### src/rtl/core/ddk_pkg.sv
// ----------------------------------------------------------------------------
// Distance decay kernel row: shared package
// Field widths, register codes, opcodes and the e^-1 constant of the
// exponential unit.
// ----------------------------------------------------------------------------
package ddk_pkg;

  localparam int MAX_PATCHES_DEF  = 64;
  localparam int COORD_BITS       = 10;
  localparam int COORD_W          = 2 * COORD_BITS;
  localparam int WEIGHT_FRAC_BITS = 16;
  localparam int WEIGHT_W         = WEIGHT_FRAC_BITS + 1;
  localparam int POT_W            = 16;
  localparam int IDX_IN_W         = 6;
  localparam int DECAY_W          = 16;
  localparam int PCOUNT_W         = 7;
  localparam int CFG_IDX_W        = 4;
  localparam int CFG_DATA_W       = 16;
  localparam int EXP_N_MAX        = 40;
  localparam int TAYLOR_TERMS     = 16;

  localparam logic [DECAY_W-1:0]  DECAY_RESET  = 16'd4096;
  localparam logic [PCOUNT_W-1:0] PCOUNT_RESET = 7'd64;

  typedef enum logic [CFG_IDX_W-1:0] {
    CFG_DECAY  = 4'd0,
    CFG_PCOUNT = 4'd1
  } cfg_reg_t;

  typedef enum logic {
    OP_LOAD = 1'b0,
    OP_ROW  = 1'b1
  } opcode_t;

  // e^-1 in Q0.32: the truncated alternating series at f = 1.0, where each
  // term is the previous one divided by k, even and odd sums kept apart
  localparam logic [31:0] EXP_NEG_ONE_Q32 = 32'd1580030169;

endpackage

### src/rtl/core/ddk_div.sv
// ----------------------------------------------------------------------------
// Distance decay kernel row: serial divider
// Restoring unsigned divider, one quotient bit per cycle.
// ----------------------------------------------------------------------------
module ddk_div
  import ddk_pkg::*;
#(
  parameter int N_W = 34,
  parameter int D_W = 22
) (
  input  logic           clk,
  input  logic           rst_n,
  input  logic           start,
  input  logic [N_W-1:0] dividend,
  input  logic [D_W-1:0] divisor,
  output logic           done,
  output logic [N_W-1:0] quotient
);
  localparam int CNT_W = $clog2(N_W + 1);

  logic             busy_r, busy_nxt;
  logic             done_r, done_nxt;
  logic [CNT_W-1:0] cnt_r, cnt_nxt;
  logic [D_W-1:0]   rem_r, rem_nxt;
  logic [D_W-1:0]   div_r, div_nxt;
  logic [N_W-1:0]   quo_r, quo_nxt;
  logic [D_W:0]     rem_sh;

  assign rem_sh = {rem_r, quo_r[N_W-1]};

  always_comb begin
    busy_nxt = busy_r;
    done_nxt = 1'b0;
    cnt_nxt  = cnt_r;
    rem_nxt  = rem_r;
    div_nxt  = div_r;
    quo_nxt  = quo_r;
    if (start) begin
      busy_nxt = 1'b1;
      cnt_nxt  = CNT_W'(N_W);
      rem_nxt  = '0;
      div_nxt  = divisor;
      quo_nxt  = dividend;
    end else if (busy_r) begin
      if (rem_sh >= {1'b0, div_r}) begin
        rem_nxt = D_W'(rem_sh - {1'b0, div_r});
        quo_nxt = {quo_r[N_W-2:0], 1'b1};
      end else begin
        rem_nxt = rem_sh[D_W-1:0];
        quo_nxt = {quo_r[N_W-2:0], 1'b0};
      end
      cnt_nxt = cnt_r - CNT_W'(1);
      if (cnt_r == CNT_W'(1)) begin
        busy_nxt = 1'b0;
        done_nxt = 1'b1;
      end
    end
  end

  always_ff @(posedge clk) begin
    if (!rst_n) begin
      busy_r <= 1'b0;
      done_r <= 1'b0;
    end else begin
      busy_r <= busy_nxt;
      done_r <= done_nxt;
    end
    cnt_r <= cnt_nxt;
    rem_r <= rem_nxt;
    div_r <= div_nxt;
    quo_r <= quo_nxt;
  end

  assign done     = done_r;
  assign quotient = quo_r;
endmodule

### config.mk
export PLATFORM = sky130hd
export DESIGN_NAME = ddk_div
export DESIGN_NICKNAME = d
export VERILOG_FILES = /design/src/rtl/core/ddk_pkg.sv /design/src/rtl/core/ddk_div.sv
export SDC_FILE = /design/constraint.sdc
export NUM_CORES = 1
export LEC_CHECK = 0
export ABC_CLOCK_PERIOD_IN_PS = 2600
export BUFFER_PORTS_ARGS = -buffer_cell sky130_fd_sc_hd__buf_2
export CAP_MARGIN = 20
export CORE_AREA = 2 2 100 102
export DETAILED_ROUTE_END_ITERATION = 6
export DIE_AREA = 0 0 102 104
export PLACE_DENSITY_LB_ADDON = 0.15
export SYNTH_ARGS = -nofsm -noshare
export SYNTH_HDL_FRONTEND = slang
export SYNTH_SLANG_ARGS = --single-unit
### constraint.sdc
create_clock -name clk -period 2.6 [get_ports clk]
set_clock_uncertainty 0.2 [all_clocks]
set_input_delay 0.39 -clock clk [delete_from_list [all_inputs] [get_ports clk]]
set_output_delay 0.39 -clock clk [all_outputs]
set_load 0.01 [all_outputs]
==> results of run 1 <==
-- state kept, by name, summed over array words and instances (netlist names) --
register  cells
done          1
div_r        22
busy_r        1
rem_r        22
cnt_r         6
quotient     34
-- area by class of cell --
cell class                 count  area, µm²
clock buffer                  11        131
clock inverter                 5       51.3
fill                         759       3090
inverter                      29        109
multi-input combinational    303       2580
sequential                    86       2280
tap                          133        166
timing repair buffer         166       1140
-- through the flow --
step                total power, mW  utilization  setup WS, ns
finish                         3.77        0.677       -0.0494
CTS                            3.65        0.639        -0.115
global route                   3.97        0.677        -0.196
floorplan                      2.31            -       -0.0238
detailed placement             2.67        0.588       -0.0882
global placement               2.65        0.588       -0.0591
-- cell families (layout without fill, tap and decap cells) --
logic type,after synthesis,after routing,synth area share
XOR/XNOR,17,17,0.0318
multiplexers,43,43,0.101
AO/OA/AOI/OAI,91,91,0.137
adder cells (fa/ha/maj),25,25,0.0683
AND/OR/NAND/NOR,127,127,0.127
flip-flops,86,86,0.487
buffers and inverters,52,211,0.0472
-- worst paths after layout --
| path | depth (start not counted) | to | start |
|---|---|---|---|
| min reg2reg | 2 | rem_r[21]$_SDFFE_PP0P_ | rem_r[20]$_SDFFE_PP0P_ |
| max reg2reg | 9 | rem_r[20]$_SDFFE_PP0P_ | div_r[5]$_DFFE_PP_ |
| min | 1 | div_r[18]$_DFFE_PP_ | divisor[18] |
| max | 9 | rem_r[20]$_SDFFE_PP0P_ | div_r[5]$_DFFE_PP_ |
-- power by group through the flow --
stage / sequential (mW) / clock (mW) / combinational (mW)
final: 1.68 / 0.901 / 1.19
after detailed placement: 1.69 / 0 / 0.976
after global placement: 1.69 / 0 / 0.959
after floorplan: 1.71 / 0 / 0.599
after CTS: 1.67 / 0.927 / 1.06
after global routing: 1.70 / 0.975 / 1.30
-- synth_stat cells, types with 3 or more instances --
cell	number	area (µm²)
nor2_1	39	146
o31ai_1	5	37.5
buf_2	4	20.0
xor2_1	7	61.3
xnor2_1	10	87.6
a211oi_1	9	67.6
edfxtp_1	56	1680
mux2_2	35	394
mux2i_1	8	80.1
o21ai_0	15	75.1
clkbuf_1	13	48.8
ha_1	24	300
a21o_1	5	37.5
nor3_1	8	40.0
inv_1	29	109
a311oi_1	11	96.3
nand4_1	4	25.0
nand2b_1	10	62.6
nand3_1	10	50.1
dfxtp_1	30	601
o22ai_1	3	18.8
o21a_1	3	22.5
nand2_1	37	139
a21oi_1	20	100
buf_4	3	22.5
or4_1	4	30.0
and3_1	3	18.8
-- what timing repair did --
item                                    CTS  global route
pin swaps                                10            34
cloned                                    0             1
hold buffers                             18             2
gates resized for setup                  13            61
hold endpoints to repair                 18             2
endpoints found under the setup margin   19            22
buffers inserted                          6             4
-- layer usage --
layer	share of wire	up-vias
met1	0.45	1830
met4	0.021	0
met5	0	-
met3	0.044	16
met2	0.48	96
li1	-	1922
==> results.md, run 1 <==
* Mapped Area at 0.00469 mm²
* Die Ht at 104 µm
* Cell area after layout at 0.00646 mm²
* Iteration-0 DRC Markers at 156
* N_diodes at 0
* CP Launch Type: flip-flop
* First-pass GRT wire length at 17,100 µm
* Vias at 3,864
* Clk_lat worst skew at 0.36 ns
* Synth Flop Type: edfxtp_1
* Sequential power share at 0.445
* Area Overhead vs Synth at 37.9%
* Vias per std cell at 5.27
* Vias in the first global route at 3,805
* Clock-pin slew on the worst setup and hold paths at 0.08 ns
* Root Buffer: clkbuf_8
* IO Port Bufs at 93
* Final setup fails at 5
* Final min period at 2.65 ns
* Logic pwr share at 0.316
* Synthesis Warnings at 0
* Largest net degree at the start of global routing at 61
* Clk network pwr share at 0.239
* GPL Wtd Cong at 0.932
* P per Cell Area at 583 mW/mm²
* Placed insts at 690
* Post-Syn Instances at 441
* Worst setup EP type: flip-flop
* Final Max Tran Viols at 0
* CTS Buf Count at 9
* Setup slack, reg-to-reg at -0.05 ns
* Post-DP HPWL at 7430 µm
* Tot GR Track Use at 0.201
* Initial antenna violation count at 0
* Die Footprint at 0.0106 mm²
* Standard-cell row count at 36
* Max Cap Violations at 0
* Worst-margin pin slew at 0.823 ns
* GRT busiest layer: met2
* Max VDD drop at 0.409 mV
* Crit path cell chain: inv_1 -> ha_4 -> a2111oi_0 -> o21ai_2 -> a21oi_2 -> nor3b_2 -> o21ai_1 -> or3b_1 -> a311oi_2
* Register area share after synthesis at 0.487
* RSZ-0062 raised after global routing: true
* Outcome: finished, violations left
* Max incr delay on CP at 0.57 ns
* Switching share of power at 0.298
* Commonest cells after routing, fill and taps aside: 92 x buf_2, 56 x edfxtp_1, 42 x buf_4
* Placed cell area at 0.00561 mm²
* Cell internal pwr at 2.65 mW
* Final Hold Viols at 0
* # DRC at 0
* CP bufs+invs at 1
* CP Data Arrival Time at 2.72 ns
* Final wirelength at 10,800 µm
* Overall die width at 102 µm
* CTS tree: built
* Drt pass-1 iters at 4
* IO Pins at 94
* Async S/R FF share, synth at 0
* Slew Limit Headroom at 0.451
* Clock buffer depth at 2
* Final TNS setup at -0.141 ns
* F_max at 377 MHz
* Failing checks: negative setup slack
* Hold Path Class: input pin to flip-flop
* Clock H-tree levels at 3
* Final hold slack at 0.0134 ns
* Leak at 2.60 nW
* Post-Syn Nets at 525
* Most common cell after layout, fill and taps aside: buf_2
* Synth unique cells at 55
* M1 GR Usage at 0.265
* Synth Register Bits at 86
* Crit Path Max Fanout at 3
* Overflow after GRT at 0
* Critical path class: flip-flop to flip-flop
* Slowest stage cell, crit path: a2111oi_0
* Layout Nets at 679
* WP data required at 2.67 ns
* Met3 usage at 0.0497
* Setup ws final at -0.0494 ns
* Post-synthesis average cell area at 10.6 µm²
* Crit-path leading delay family: compound AO/OA/AOI/OAI gates
* Non-filler instance count after layout at 733
* P_sw at 1.12 mW
* Antenna viol nets, final at 0
* Drt wl/cell at 14.8 µm
* Tcrit/Tclk final at 1.02
* Met2 Usage GRT at 0.320
* Share of layout cells above drive strength 1 at 0.430
* Sink Count at 86
* Starting Density at 0.491
* EDFF count, synth at 56
* Core footprint at 0.00955 mm²
No activity file was read; power rests on OpenSTA's default activity.
==> run 2, diff against run 1 <==
--- a/config.mk
+++ b/config.mk
@@ -11,7 +11,7 @@
 export CORE_AREA = 2 2 100 102
 export DETAILED_ROUTE_END_ITERATION = 6
 export DIE_AREA = 0 0 102 104
-export PLACE_DENSITY_LB_ADDON = 0.15
+export PLACE_DENSITY = 0.83
 export SYNTH_ARGS = -nofsm -noshare
 export SYNTH_HDL_FRONTEND = slang
 export SYNTH_SLANG_ARGS = --single-unit
==> run 2 against run 1 <==
  * The run still ends with negative setup slack left
  * Register-to-register slack lost 0.09 ns
  * Core utilization shrank 0.21 points
  * Count of clock-buffer cells in the layout shrank 1
  * Clock power increased by 2.8%
  * Die area stayed put
  * Sequential cell count unchanged
  * Sequential power is essentially flat
  * Fmax decreased by 3.3%
  * Final area decreased by 0.31%
  * Combinational power grew 3%
  * Critical path depth rose by 2
  * Critical path type unchanged
==> results.md, run 2 (same netlist as run 1, synthesis figures left out) <==
* Outcome: finished, violations left
* Failing checks: negative setup slack
* Sink Count at 86
* Antenna viol nets, final at 0
* Die Ht at 104 µm
* Tcrit/Tclk final at 1.05
* Max Cap Violations at 0
* # DRC at 0
* Drt pass-1 iters at 7
* Tot GR Track Use at 0.207
* Initial antenna violation count at 0
* Most common cell after layout, fill and taps aside: buf_2
* Overall die width at 102 µm
* CP Data Arrival Time at 2.83 ns
* First-pass GRT wire length at 17,700 µm
* Final core occ at 0.675
* Overflow after GRT at 0
* Vias in the first global route at 3,942
* Worst-margin pin slew at 0.571 ns
* Crit path from: quotient[33]$_DFFE_PP_
* Area Overhead vs Synth at 37.5%
* Share of layout cells above drive strength 1 at 0.438
* Clk_lat worst skew at 0.37 ns
* Root Buffer: clkbuf_8
* Final wirelength at 12,200 µm
* Crit path cell chain: inv_2 -> ha_4 -> inv_2 -> fa_2 -> a211oi_2 -> o21ai_2 -> a21oi_2 -> nor3b_2 -> o21ai_1 -> or3b_1 -> a311oi_2
* N_diodes at 0
* Commonest cells after routing, fill and taps aside: 92 x buf_2, 56 x edfxtp_1, 49 x buf_4
* Crit Path Max Fanout at 3
* IO Port Bufs at 93
* Slew Limit Headroom at 0.614
* HP Start: divisor[12]
* Leak at 2.62 nW
* Final Hold Viols at 0
* Final hold slack at 0.0171 ns
* Vias at 4,133
* Final setup fails at 13
* F_max at 365 MHz
* Die Footprint at 0.0106 mm²
* Worst r2r src: quotient[33]$_DFFE_PP_
* RSZ-0062 raised after global routing: true
* Layout Nets at 682
* Setup ws final at -0.139 ns
* Number of flip-flops in the largest register at 34
* Final Max Tran Viols at 0
* CTS Buf Count at 9
* Standard-cell row count at 36
* Max VDD drop at 0.392 mV
* Clock H-tree levels at 3
* Worst setup EP type: flip-flop
* Slowest stage cell, crit path: edfxtp_1
* IO Pins at 94
* Post-DP HPWL at 7630 µm
* CP Launch Type: flip-flop
* P per Cell Area at 595 mW/mm²
* GPL Wtd Cong at 0.911
* Crit-path most repeated cell: inv_2
* Final min period at 2.74 ns
* Largest net degree at the start of global routing at 35
* WP data required at 2.69 ns
* Core footprint at 0.00955 mm²
* CTS tree: built
* Hold Path Class: input pin to flip-flop
* Vias per std cell at 5.62
* Clock buffer depth at 2
* Starting Density at 0.491
* Critical path class: flip-flop to flip-flop
* Drt wl/cell at 16.6 µm
* Clock-pin slew on the worst setup and hold paths at 0.09 ns
* Iteration-0 DRC Markers at 338
* Max incr delay on CP at 0.42 ns
## run 2: worst paths after layout
check	to	slack, ns	cells past startpoint
hold reg to reg	rem_r[17]$_SDFFE_PP0P_	0.28	2
hold / removal	div_r[12]$_DFFE_PP_	0.02	1
setup reg to reg	rem_r[20]$_SDFFE_PP0P_	-0.14	11
setup / recovery	rem_r[20]$_SDFFE_PP0P_	-0.14	11
## run 2: per-stage QoR
stage	std cells	setup slack (ns)	cell area (µm²)	setup TNS, ns	total power, mW
after detailed placement	692	-0.0845	5610	-0.665	2.67
after global placement	692	-0.0278	5610	-0.0408	2.63
after global routing	736	-0.260	6440	-2.88	4.01
final	736	-0.139	6440	-0.747	3.84
after floorplan	441	-0.0238	4720	-0.0238	2.31
after CTS	729	-0.0708	6110	-0.111	3.66
## run 2: layout make-up
cell class	count	area (µm²)
inverter	29	109
fill	679	3110
sequential	86	2280
clock inverter	6	60.1
timing repair buffer	169	1140
clock buffer	10	128
tap	133	166
multi-input combinational	303	2560
## run 2: metal layers
| metal | wire, µm | global-route usage | vias up |
|---|---|---|---|
| met4 | 398 | 0.0781 | 0 |
| met1 | 4880 | 0.263 | 1963 |
| li1 | - | - | 1930 |
| met2 | 6120 | 0.340 | 202 |
| met5 | 0 | 0 | - |
| met3 | 804 | 0.0464 | 38 |
## run 2: power by group
group / total (mW) / internal [mW] / switching [mW]
Clock: 0.926 / 0.442 / 0.485
Sequential: 1.68 / 1.60 / 0.0831
Combinational: 1.23 / 0.608 / 0.621
Total: 3.84 / 2.65 / 1.19
## run 2: worst max-delay path: cells and delay by family (launching register included)
kind                       cells  cell delay (ns)
adders and majority gates      2             0.50
and+or+nand+nor                2             0.46
AOI/OAI and AO/OA              5             0.95
buffers and inverters          2             0.13
DFF                            1             0.42
## run 2: what timing repair did
| item | in CTS | in global routing |
|---|---|---|
| pin swaps | 8 | 33 |
| hold buffers | 20 | 0 |
| endpoints found under the setup margin | 21 | 23 |
| gates resized for setup | 19 | 56 |
| buffers inserted | 1 | 6 |
| gates cloned | 0 | 1 |
| hold endpoints to repair | 20 | 0 |
