## src/rtl/core/ddk_pkg.sv

```systemverilog
// ----------------------------------------------------------------------------
// Distance decay kernel row: shared package
// Field widths, register codes, opcodes and the e^-1 constant of the
// exponential unit.
// ----------------------------------------------------------------------------
package ddk_pkg;

  localparam int MAX_PATCHES_DEF  = 64;
  localparam int COORD_BITS       = 10;
  localparam int COORD_W          = 2 * COORD_BITS;
  localparam int WEIGHT_FRAC_BITS = 16;
  localparam int WEIGHT_W         = WEIGHT_FRAC_BITS + 1;
  localparam int POT_W            = 16;
  localparam int IDX_IN_W         = 6;
  localparam int DECAY_W          = 16;
  localparam int PCOUNT_W         = 7;
  localparam int CFG_IDX_W        = 4;
  localparam int CFG_DATA_W       = 16;
  localparam int EXP_N_MAX        = 40;
  localparam int TAYLOR_TERMS     = 16;

  localparam logic [DECAY_W-1:0]  DECAY_RESET  = 16'd4096;
  localparam logic [PCOUNT_W-1:0] PCOUNT_RESET = 7'd64;

  typedef enum logic [CFG_IDX_W-1:0] {
    CFG_DECAY  = 4'd0,
    CFG_PCOUNT = 4'd1
  } cfg_reg_t;

  typedef enum logic {
    OP_LOAD = 1'b0,
    OP_ROW  = 1'b1
  } opcode_t;

  // e^-1 in Q0.32: the truncated alternating series at f = 1.0, where each
  // term is the previous one divided by k, even and odd sums kept apart
  localparam logic [31:0] EXP_NEG_ONE_Q32 = 32'd1580030169;

endpackage

```

## src/rtl/core/ddk_div.sv

```systemverilog
// ----------------------------------------------------------------------------
// Distance decay kernel row: serial divider
// Restoring unsigned divider, one quotient bit per cycle.
// ----------------------------------------------------------------------------
module ddk_div
  import ddk_pkg::*;
#(
  parameter int N_W = 34,
  parameter int D_W = 22
) (
  input  logic           clk,
  input  logic           rst_n,
  input  logic           start,
  input  logic [N_W-1:0] dividend,
  input  logic [D_W-1:0] divisor,
  output logic           done,
  output logic [N_W-1:0] quotient
);
  localparam int CNT_W = $clog2(N_W + 1);

  logic             busy_r, busy_nxt;
  logic             done_r, done_nxt;
  logic [CNT_W-1:0] cnt_r, cnt_nxt;
  logic [D_W-1:0]   rem_r, rem_nxt;
  logic [D_W-1:0]   div_r, div_nxt;
  logic [N_W-1:0]   quo_r, quo_nxt;
  logic [D_W:0]     rem_sh;

  assign rem_sh = {rem_r, quo_r[N_W-1]};

  always_comb begin
    busy_nxt = busy_r;
    done_nxt = 1'b0;
    cnt_nxt  = cnt_r;
    rem_nxt  = rem_r;
    div_nxt  = div_r;
    quo_nxt  = quo_r;
    if (start) begin
      busy_nxt = 1'b1;
      cnt_nxt  = CNT_W'(N_W);
      rem_nxt  = '0;
      div_nxt  = divisor;
      quo_nxt  = dividend;
    end else if (busy_r) begin
      if (rem_sh >= {1'b0, div_r}) begin
        rem_nxt = D_W'(rem_sh - {1'b0, div_r});
        quo_nxt = {quo_r[N_W-2:0], 1'b1};
      end else begin
        rem_nxt = rem_sh[D_W-1:0];
        quo_nxt = {quo_r[N_W-2:0], 1'b0};
      end
      cnt_nxt = cnt_r - CNT_W'(1);
      if (cnt_r == CNT_W'(1)) begin
        busy_nxt = 1'b0;
        done_nxt = 1'b1;
      end
    end
  end

  always_ff @(posedge clk) begin
    if (!rst_n) begin
      busy_r <= 1'b0;
      done_r <= 1'b0;
    end else begin
      busy_r <= busy_nxt;
      done_r <= done_nxt;
    end
    cnt_r <= cnt_nxt;
    rem_r <= rem_nxt;
    div_r <= div_nxt;
    quo_r <= quo_nxt;
  end

  assign done     = done_r;
  assign quotient = quo_r;
endmodule

```

## src/rtl/core/ddk_potential.sv

```systemverilog
// ----------------------------------------------------------------------------
// Distance decay kernel row: potential unit
// Distance by digit-serial square root, then exp(-decay * dist) by series
// and repeated multiplies with e^-1, rounded to Q0.16.
// ----------------------------------------------------------------------------
module ddk_potential
  import ddk_pkg::*;
(
  input  logic               clk,
  input  logic               rst_n,
  input  logic               start,
  input  logic [COORD_W-1:0] coord_a,
  input  logic [COORD_W-1:0] coord_b,
  input  logic [DECAY_W-1:0] decay,
  output logic               done,
  output logic [POT_W-1:0]   potential
);
  localparam int D2_W   = 2 * COORD_BITS + 1;
  localparam int V_W    = D2_W + 8;
  localparam int PV_W   = V_W + (V_W % 2);
  localparam int R_W    = PV_W / 2;
  localparam int RM_W   = R_W + 2;
  localparam int SQC_W  = $clog2(R_W + 1);
  localparam int T_W    = DECAY_W + R_W;
  localparam int TERM_W = 33;
  localparam int ACC_W  = 34;
  localparam int TF_W   = TERM_W + 16;
  localparam int DIV_W  = 34;
  localparam int K_W    = 5;
  localparam int PRD_W  = 2 * TERM_W - 1;

  localparam logic [15:0] E1_LO = EXP_NEG_ONE_Q32[15:0];
  localparam logic [15:0] E1_HI = EXP_NEG_ONE_Q32[31:16];

  typedef enum logic [8:0] {
    P_IDLE  = 9'b000000001,
    P_DIST  = 9'b000000010,
    P_SQRT  = 9'b000000100,
    P_SCALE = 9'b000001000,
    P_EMUL  = 9'b000010000,
    P_EDIV  = 9'b000100000,
    P_POWA  = 9'b001000000,
    P_POWB  = 9'b010000000,
    P_FIN   = 9'b100000000
  } pstate_t;

  pstate_t            state_r, state_nxt;
  logic [COORD_W-1:0] a_r, a_nxt, b_r, b_nxt;
  logic [DECAY_W-1:0] dec_r, dec_nxt;
  logic [PV_W-1:0]    vsh_r, vsh_nxt;
  logic [RM_W-1:0]    rem_r, rem_nxt;
  logic [R_W-1:0]     root_r, root_nxt;
  logic [SQC_W-1:0]   sqc_r, sqc_nxt;
  logic [T_W-1:0]     t_r, t_nxt;
  logic [TERM_W-1:0]  term_r, term_nxt;
  logic [ACC_W-1:0]   pos_r, pos_nxt, neg_r, neg_nxt;
  logic [K_W-1:0]     k_r, k_nxt;
  logic [TERM_W-1:0]  v_r, v_nxt;
  logic [5:0]         n_r, n_nxt;
  logic [TF_W-1:0]    lo_r, lo_nxt;

  logic [COORD_BITS-1:0] xa, ya, xb, yb, dx, dy;
  logic [D2_W-1:0]       d2;
  logic [RM_W+1:0]       rem_sh, trial;
  logic [T_W-16-1:0]     t_int;
  logic [TF_W-1:0]       tf, hi;
  logic [PRD_W-1:0]      full;
  logic [TERM_W-16-1:0]  pround;
  logic                  div_start, div_done;
  logic [DIV_W-1:0]      div_q;

  assign xa = a_r[COORD_BITS-1:0];
  assign ya = a_r[COORD_W-1:COORD_BITS];
  assign xb = b_r[COORD_BITS-1:0];
  assign yb = b_r[COORD_W-1:COORD_BITS];
  assign dx = (xa > xb) ? xa - xb : xb - xa;
  assign dy = (ya > yb) ? ya - yb : yb - ya;
  assign d2 = D2_W'(dx * dx) + D2_W'(dy * dy);

  assign rem_sh = {rem_r, vsh_r[PV_W-1 -: 2]};
  assign trial  = (RM_W + 2)'({root_r, 2'b01});
  assign t_int  = t_r[T_W-1:16];
  assign tf     = {16'b0, term_r} * {{(TF_W-16){1'b0}}, t_r[15:0]};
  assign hi     = {16'b0, v_r} * {{(TF_W-16){1'b0}}, E1_HI};
  assign full   = PRD_W'(lo_r) + (PRD_W'(hi) << 16);
  assign pround = (TERM_W - 16)'((v_r + TERM_W'(32768)) >> 16);

  assign div_start = (state_r == P_EMUL);

  ddk_div #(.N_W(DIV_W), .D_W(K_W)) u_kdiv (
    .clk      (clk),
    .rst_n    (rst_n),
    .start    (div_start),
    .dividend (DIV_W'(tf >> 16)),
    .divisor  (k_r),
    .done     (div_done),
    .quotient (div_q)
  );

  always_comb begin
    state_nxt = state_r;
    a_nxt = a_r; b_nxt = b_r; dec_nxt = dec_r;
    vsh_nxt = vsh_r; rem_nxt = rem_r; root_nxt = root_r; sqc_nxt = sqc_r;
    t_nxt = t_r; term_nxt = term_r; pos_nxt = pos_r; neg_nxt = neg_r;
    k_nxt = k_r; v_nxt = v_r; n_nxt = n_r; lo_nxt = lo_r;
    unique case (state_r)
      P_IDLE: begin
        if (start) begin
          a_nxt = coord_a;
          b_nxt = coord_b;
          dec_nxt = decay;
          state_nxt = P_DIST;
        end
      end
      P_DIST: begin
        vsh_nxt  = PV_W'({d2, 8'b0});
        rem_nxt  = '0;
        root_nxt = '0;
        sqc_nxt  = SQC_W'(R_W);
        state_nxt = P_SQRT;
      end
      P_SQRT: begin
        vsh_nxt = vsh_r << 2;
        if (rem_sh >= trial) begin
          rem_nxt  = RM_W'(rem_sh - trial);
          root_nxt = {root_r[R_W-2:0], 1'b1};
        end else begin
          rem_nxt  = rem_sh[RM_W-1:0];
          root_nxt = {root_r[R_W-2:0], 1'b0};
        end
        sqc_nxt = sqc_r - SQC_W'(1);
        if (sqc_r == SQC_W'(1)) state_nxt = P_SCALE;
      end
      P_SCALE: begin
        // t = decay * dist, Q.16
        t_nxt    = T_W'(dec_r) * T_W'(root_r);
        term_nxt = TERM_W'(64'h1_0000_0000);
        pos_nxt  = ACC_W'(64'h1_0000_0000);
        neg_nxt  = '0;
        k_nxt    = K_W'(1);
        state_nxt = P_EMUL;
      end
      P_EMUL: begin
        // beyond e^-40 the potential is zero
        if (int'(t_int) > EXP_N_MAX) begin
          v_nxt = '0;
          state_nxt = P_FIN;
        end else begin
          state_nxt = P_EDIV;
        end
      end
      P_EDIV: begin
        if (div_done) begin
          term_nxt = div_q[TERM_W-1:0];
          if (k_r[0]) neg_nxt = neg_r + ACC_W'(div_q[TERM_W-1:0]);
          else pos_nxt = pos_r + ACC_W'(div_q[TERM_W-1:0]);
          if (k_r == K_W'(TAYLOR_TERMS)) begin
            state_nxt = P_POWA;
            n_nxt = 6'(t_int);
            if (k_r[0]) begin
              v_nxt = (pos_r > neg_nxt) ? TERM_W'(pos_r - neg_nxt) : '0;
            end else begin
              v_nxt = (pos_nxt > neg_r) ? TERM_W'(pos_nxt - neg_r) : '0;
            end
          end else begin
            k_nxt = k_r + K_W'(1);
            state_nxt = P_EMUL;
          end
        end
      end
      P_POWA: begin
        if (n_r == '0) begin
          state_nxt = P_FIN;
        end else begin
          lo_nxt = {16'b0, v_r} * {{(TF_W-16){1'b0}}, E1_LO};
          state_nxt = P_POWB;
        end
      end
      P_POWB: begin
        // v * e^-1, rounded half up
        v_nxt = TERM_W'((full + PRD_W'(64'h8000_0000)) >> 32);
        n_nxt = n_r - 6'd1;
        state_nxt = P_POWA;
      end
      P_FIN: state_nxt = P_IDLE;
      default: state_nxt = P_IDLE;
    endcase
  end

  always_ff @(posedge clk) begin
    if (!rst_n) state_r <= P_IDLE;
    else state_r <= state_nxt;
    a_r <= a_nxt; b_r <= b_nxt; dec_r <= dec_nxt;
    vsh_r <= vsh_nxt; rem_r <= rem_nxt; root_r <= root_nxt; sqc_r <= sqc_nxt;
    t_r <= t_nxt; term_r <= term_nxt; pos_r <= pos_nxt; neg_r <= neg_nxt;
    k_r <= k_nxt; v_r <= v_nxt; n_r <= n_nxt; lo_r <= lo_nxt;
  end

  assign done      = (state_r == P_FIN);
  assign potential = (pround > (TERM_W - 16)'(65535)) ? POT_W'(65535) : POT_W'(pround);
endmodule

```

## config.mk

```make
export PLATFORM = sky130hd
export DESIGN_NAME = ddk_potential
export DESIGN_NICKNAME = d
export VERILOG_FILES = /design/src/rtl/core/ddk_pkg.sv /design/src/rtl/core/ddk_div.sv /design/src/rtl/core/ddk_potential.sv
export SDC_FILE = /design/constraint.sdc
export NUM_CORES = 2
export LEC_CHECK = 0
export BUFFER_PORTS_ARGS = -buffer_cell sky130_fd_sc_hd__buf_2
export CAP_MARGIN = 20
export CORE_MARGIN = 8
export CORE_UTILIZATION = 40
export CTS_BUF_LIST = sky130_fd_sc_hd__clkbuf_8 sky130_fd_sc_hd__clkbuf_16
export DETAILED_ROUTE_END_ITERATION = 10
export GPL_TIMING_DRIVEN = 0
export HOLD_SLACK_MARGIN = 0.12
export PLACE_DENSITY = 0.6
export SLEW_MARGIN = 10
export SYNTH_ARGS = -nofsm -noshare
export SYNTH_HDL_FRONTEND = slang
export SYNTH_HIERARCHICAL = 1
export SYNTH_SLANG_ARGS = --single-unit
export TNS_END_PERCENT = 30
```

## constraint.sdc

```tcl
create_clock -name clk -period 9.2 [get_ports clk]
set_input_delay 1.84 -clock clk [delete_from_list [all_inputs] [get_ports clk]]
set_output_delay 1.84 -clock clk [all_outputs]
set_load 0.05 [all_outputs]
```

==> metrics.cfg <==
[clock_tree]
cts_tree = yes
cts_sinks = 383
clkLatencyLatePin_ps = 680
cts_buffers = 52
clockRootBuffer = clkbuf_16
htree_levels = 2
clkSlewWorstSetupHoldPaths_ps = 60
cts_buffer_depth = 3

[placed_design]
place.gp.congestion = 0.920
dpl.hpwl_um = 159000
io_buffers = 75
place_inst = 9895

[drt]
antenna_left = 0
wl_per_cell_um = 18.7
drtIter0Drc = 3359
post_drt_via_cell_ratio = 5.20
drc = 0
firstDrtPassIters = 6
routed_wl_um = 188000
vias = 52400

[synthesis]
synth_adder_area_share_pct = 47.5
synth_compound_area_share_pct = 9.35
netlist_area_um2 = 71000
synth-seq-cells = 383
synthMuxAreaShare_pct = 1.48
synth_edf_count = 361
ys_top_cells_by_area = fa_1 32%, ha_1 16%, edfxtp_1 15%
synth_nets = 9553
synth_top_area_cell = fa_1
synth_top_family_by_area = adder cells
synth_flop_cell = edfxtp_1
synth_xor_area_share_pct = 4.48
ys_seq_area_share_pct = 15.9
async_flop_share_pct = 0
synth.distinct_cells = 101
synth_area_per_cell_um2 = 9.50
yosys_warnings = 6
synthSimpleGateAreaFrac_pct = 12.0
synth_top_area_share_pct = 31.6
postSynthCellCount = 7473

[floorplanning]
die_h_um = 437
io_pins = 76
dieArea_um2 = 191000
rows = 154
start_util_pct = 40.3
die_x_um = 437
core-area_um2 = 176000

[timing]
setup_viol = 0
tightest_slew_ps = 1140
fin_setup_tns_ps = 0
relSlewSlack_pct = 23.8
fin_crit_sh_pct = 96.8
drv_slew = 0
whs_ps = 496
fmax_mhz = 112
hold_violations = 0
period_needed_ps = 8910
skew_ps = 53.7

[grt]
grt-ovfl-total = 0
grt_pass1_wl_um = 300000
grt_usage_pct = 19.6
grt_pass1_vias = 54900
grt_antenna_before_repair = 3
grt_start_max_net_pins = 63

[layout]
fin_nets = 9771
syn_to_final_growth_pct = 9.27
multiInputGateArea_um2 = 53800
final_util_pct = 44.0
drive_gt1_share_pct = 6.04
nFillCells = 17100
fin_cells = 10100
regArea_um2 = 11300

[run_status]
status = finished clean

[setup_path]
crit_path_start_kind = flop
critical_path.most_common_cell = fa_1
rr_worst_depth = 36
crit_arrival_ps = 9310
cp-end-kind = flop
cp_slowest_stage_delay_ps = 560
worst_path_max_delay_cell = fa_1
worst-path-max-fanout = 4
required_ps = 9600
critPathKind = flop to flop

[worst_hold_path]
min_delay_path_depth = 0
hold_path.class = flop to flop

[flow_run]
cap_viol_max_count = 0

==> layout make-up <==
class	instances	area share [%]
Multi-Input combinational cell	5332	69.3
Inverter	1558	7.60
Clock buffer	52	1.68
Sequential cell	383	14.5
Clock inverter	44	0.552
Timing Repair Buffer	165	1.49
Antenna cell	1	0.00323
Tap cell	2340	3.77
Buffer	199	1.02
==> critical path: cells and delay by family (launching register included) <==
kind / cells / cell delay [ps]
compound gates: 12 / 2090
xor+xnor: 2 / 500
fa+ha+maj: 10 / 4350
buf+inv: 7 / 520
flops: 1 / 390
mux: 1 / 350
simple gates: 4 / 440
==> synthesized netlist by cell type, types with 42 or more instances <==
| cell type | count |
|---|---|
| and2_1 | 311 |
| nand4_1 | 44 |
| nor2_1 | 321 |
| edfxtp_1 | 361 |
| nor3_1 | 67 |
| o21ai_0 | 165 |
| mux2i_1 | 54 |
| a21o_1 | 170 |
| xnor2_1 | 240 |
| nand2b_1 | 45 |
| nand2_1 | 815 |
| a21oi_1 | 308 |
| o21bai_1 | 42 |
| xor2_1 | 119 |
| clkbuf_1 | 178 |
| inv_1 | 1555 |
| o21a_1 | 46 |
| mux2_2 | 44 |
| fa_1 | 1120 |
| nand3_1 | 69 |
| ha_1 | 901 |
==> worst paths after layout <==
path,endpoint,slack (ps),start
max reg2reg,vsh_r[26]$_DFFE_PP_,290,a_r[10]$_DFFE_PP_
min,u_kdiv/div_r[0]$_DFFE_PP_,500,k_r[0]$_SDFFCE_PN1P_
max,vsh_r[26]$_DFFE_PP_,290,a_r[10]$_DFFE_PP_
min reg2reg,u_kdiv/div_r[0]$_DFFE_PP_,500,k_r[0]$_SDFFCE_PN1P_
==> cell families (layout without fill, tap and decap cells) <==
logic type,after synthesis,after routing
compound gates,1028,1028
xor+xnor,361,361
fa+ha+maj,2021,2021
buf+inv,1758,2018
flops,383,383
mux,99,99
other cells,1,2
simple gates,1822,1822
==> through the flow <==
stage               setup slack, ps  cell area [µm²]
finish                          294            77600
global route                   -103            77600
CTS                           -48.7            76500
detailed placement             -696            74500
global placement               -680            74300
floorplan                       386            71000
==> flip-flops by register name, summed over array words and instances (netlist names), 20 cells and up <==
name and flops:
a_r 20, b_r 20, lo_r 32, neg_r 34
pos_r 34, t_r 31, term_r 33, u_kdiv/quotient 34
v_r 33, vsh_r 22
==> cells in the final DEF, fill, tap and decap left out, drive strengths merged, types with 36 or more instances in the layout <==
master  count
inv      1563
fa       1120
ha        901
nand2     815
edfxtp    361
nor2      322
and2      312
a21oi     310
xnor2     242
clkbuf    227
o21ai     199
buf       188
a21o      170
xor2      119
nand3      69
nor3       67
mux2i      54
o21a       46
nand4      45
mux2       45
nand2b     45
o21bai     42
nor2b      40
and3       36
==> routing by layer <==
metal	share of wire [%]	up-vias	global-route usage [%]
met5	0.0069	-	0
met4	3.0	2	5.12
met3	5.5	298	2.71
met2	47	1373	32.7
met1	44	26400	26.8
li1	-	24400	-
==> repair_timing <==
action	CTS	global route
pin swaps	4	48
resized for setup	31	122
hold buffers	0	0
buffers inserted	16	65
endpoints found under the hold margin	0	0
endpoints found under the setup margin	18	28
Power is left out: the tool's default activity adds up to more than one toggle a clock period on the data nets, which glitch-free logic cannot reach.
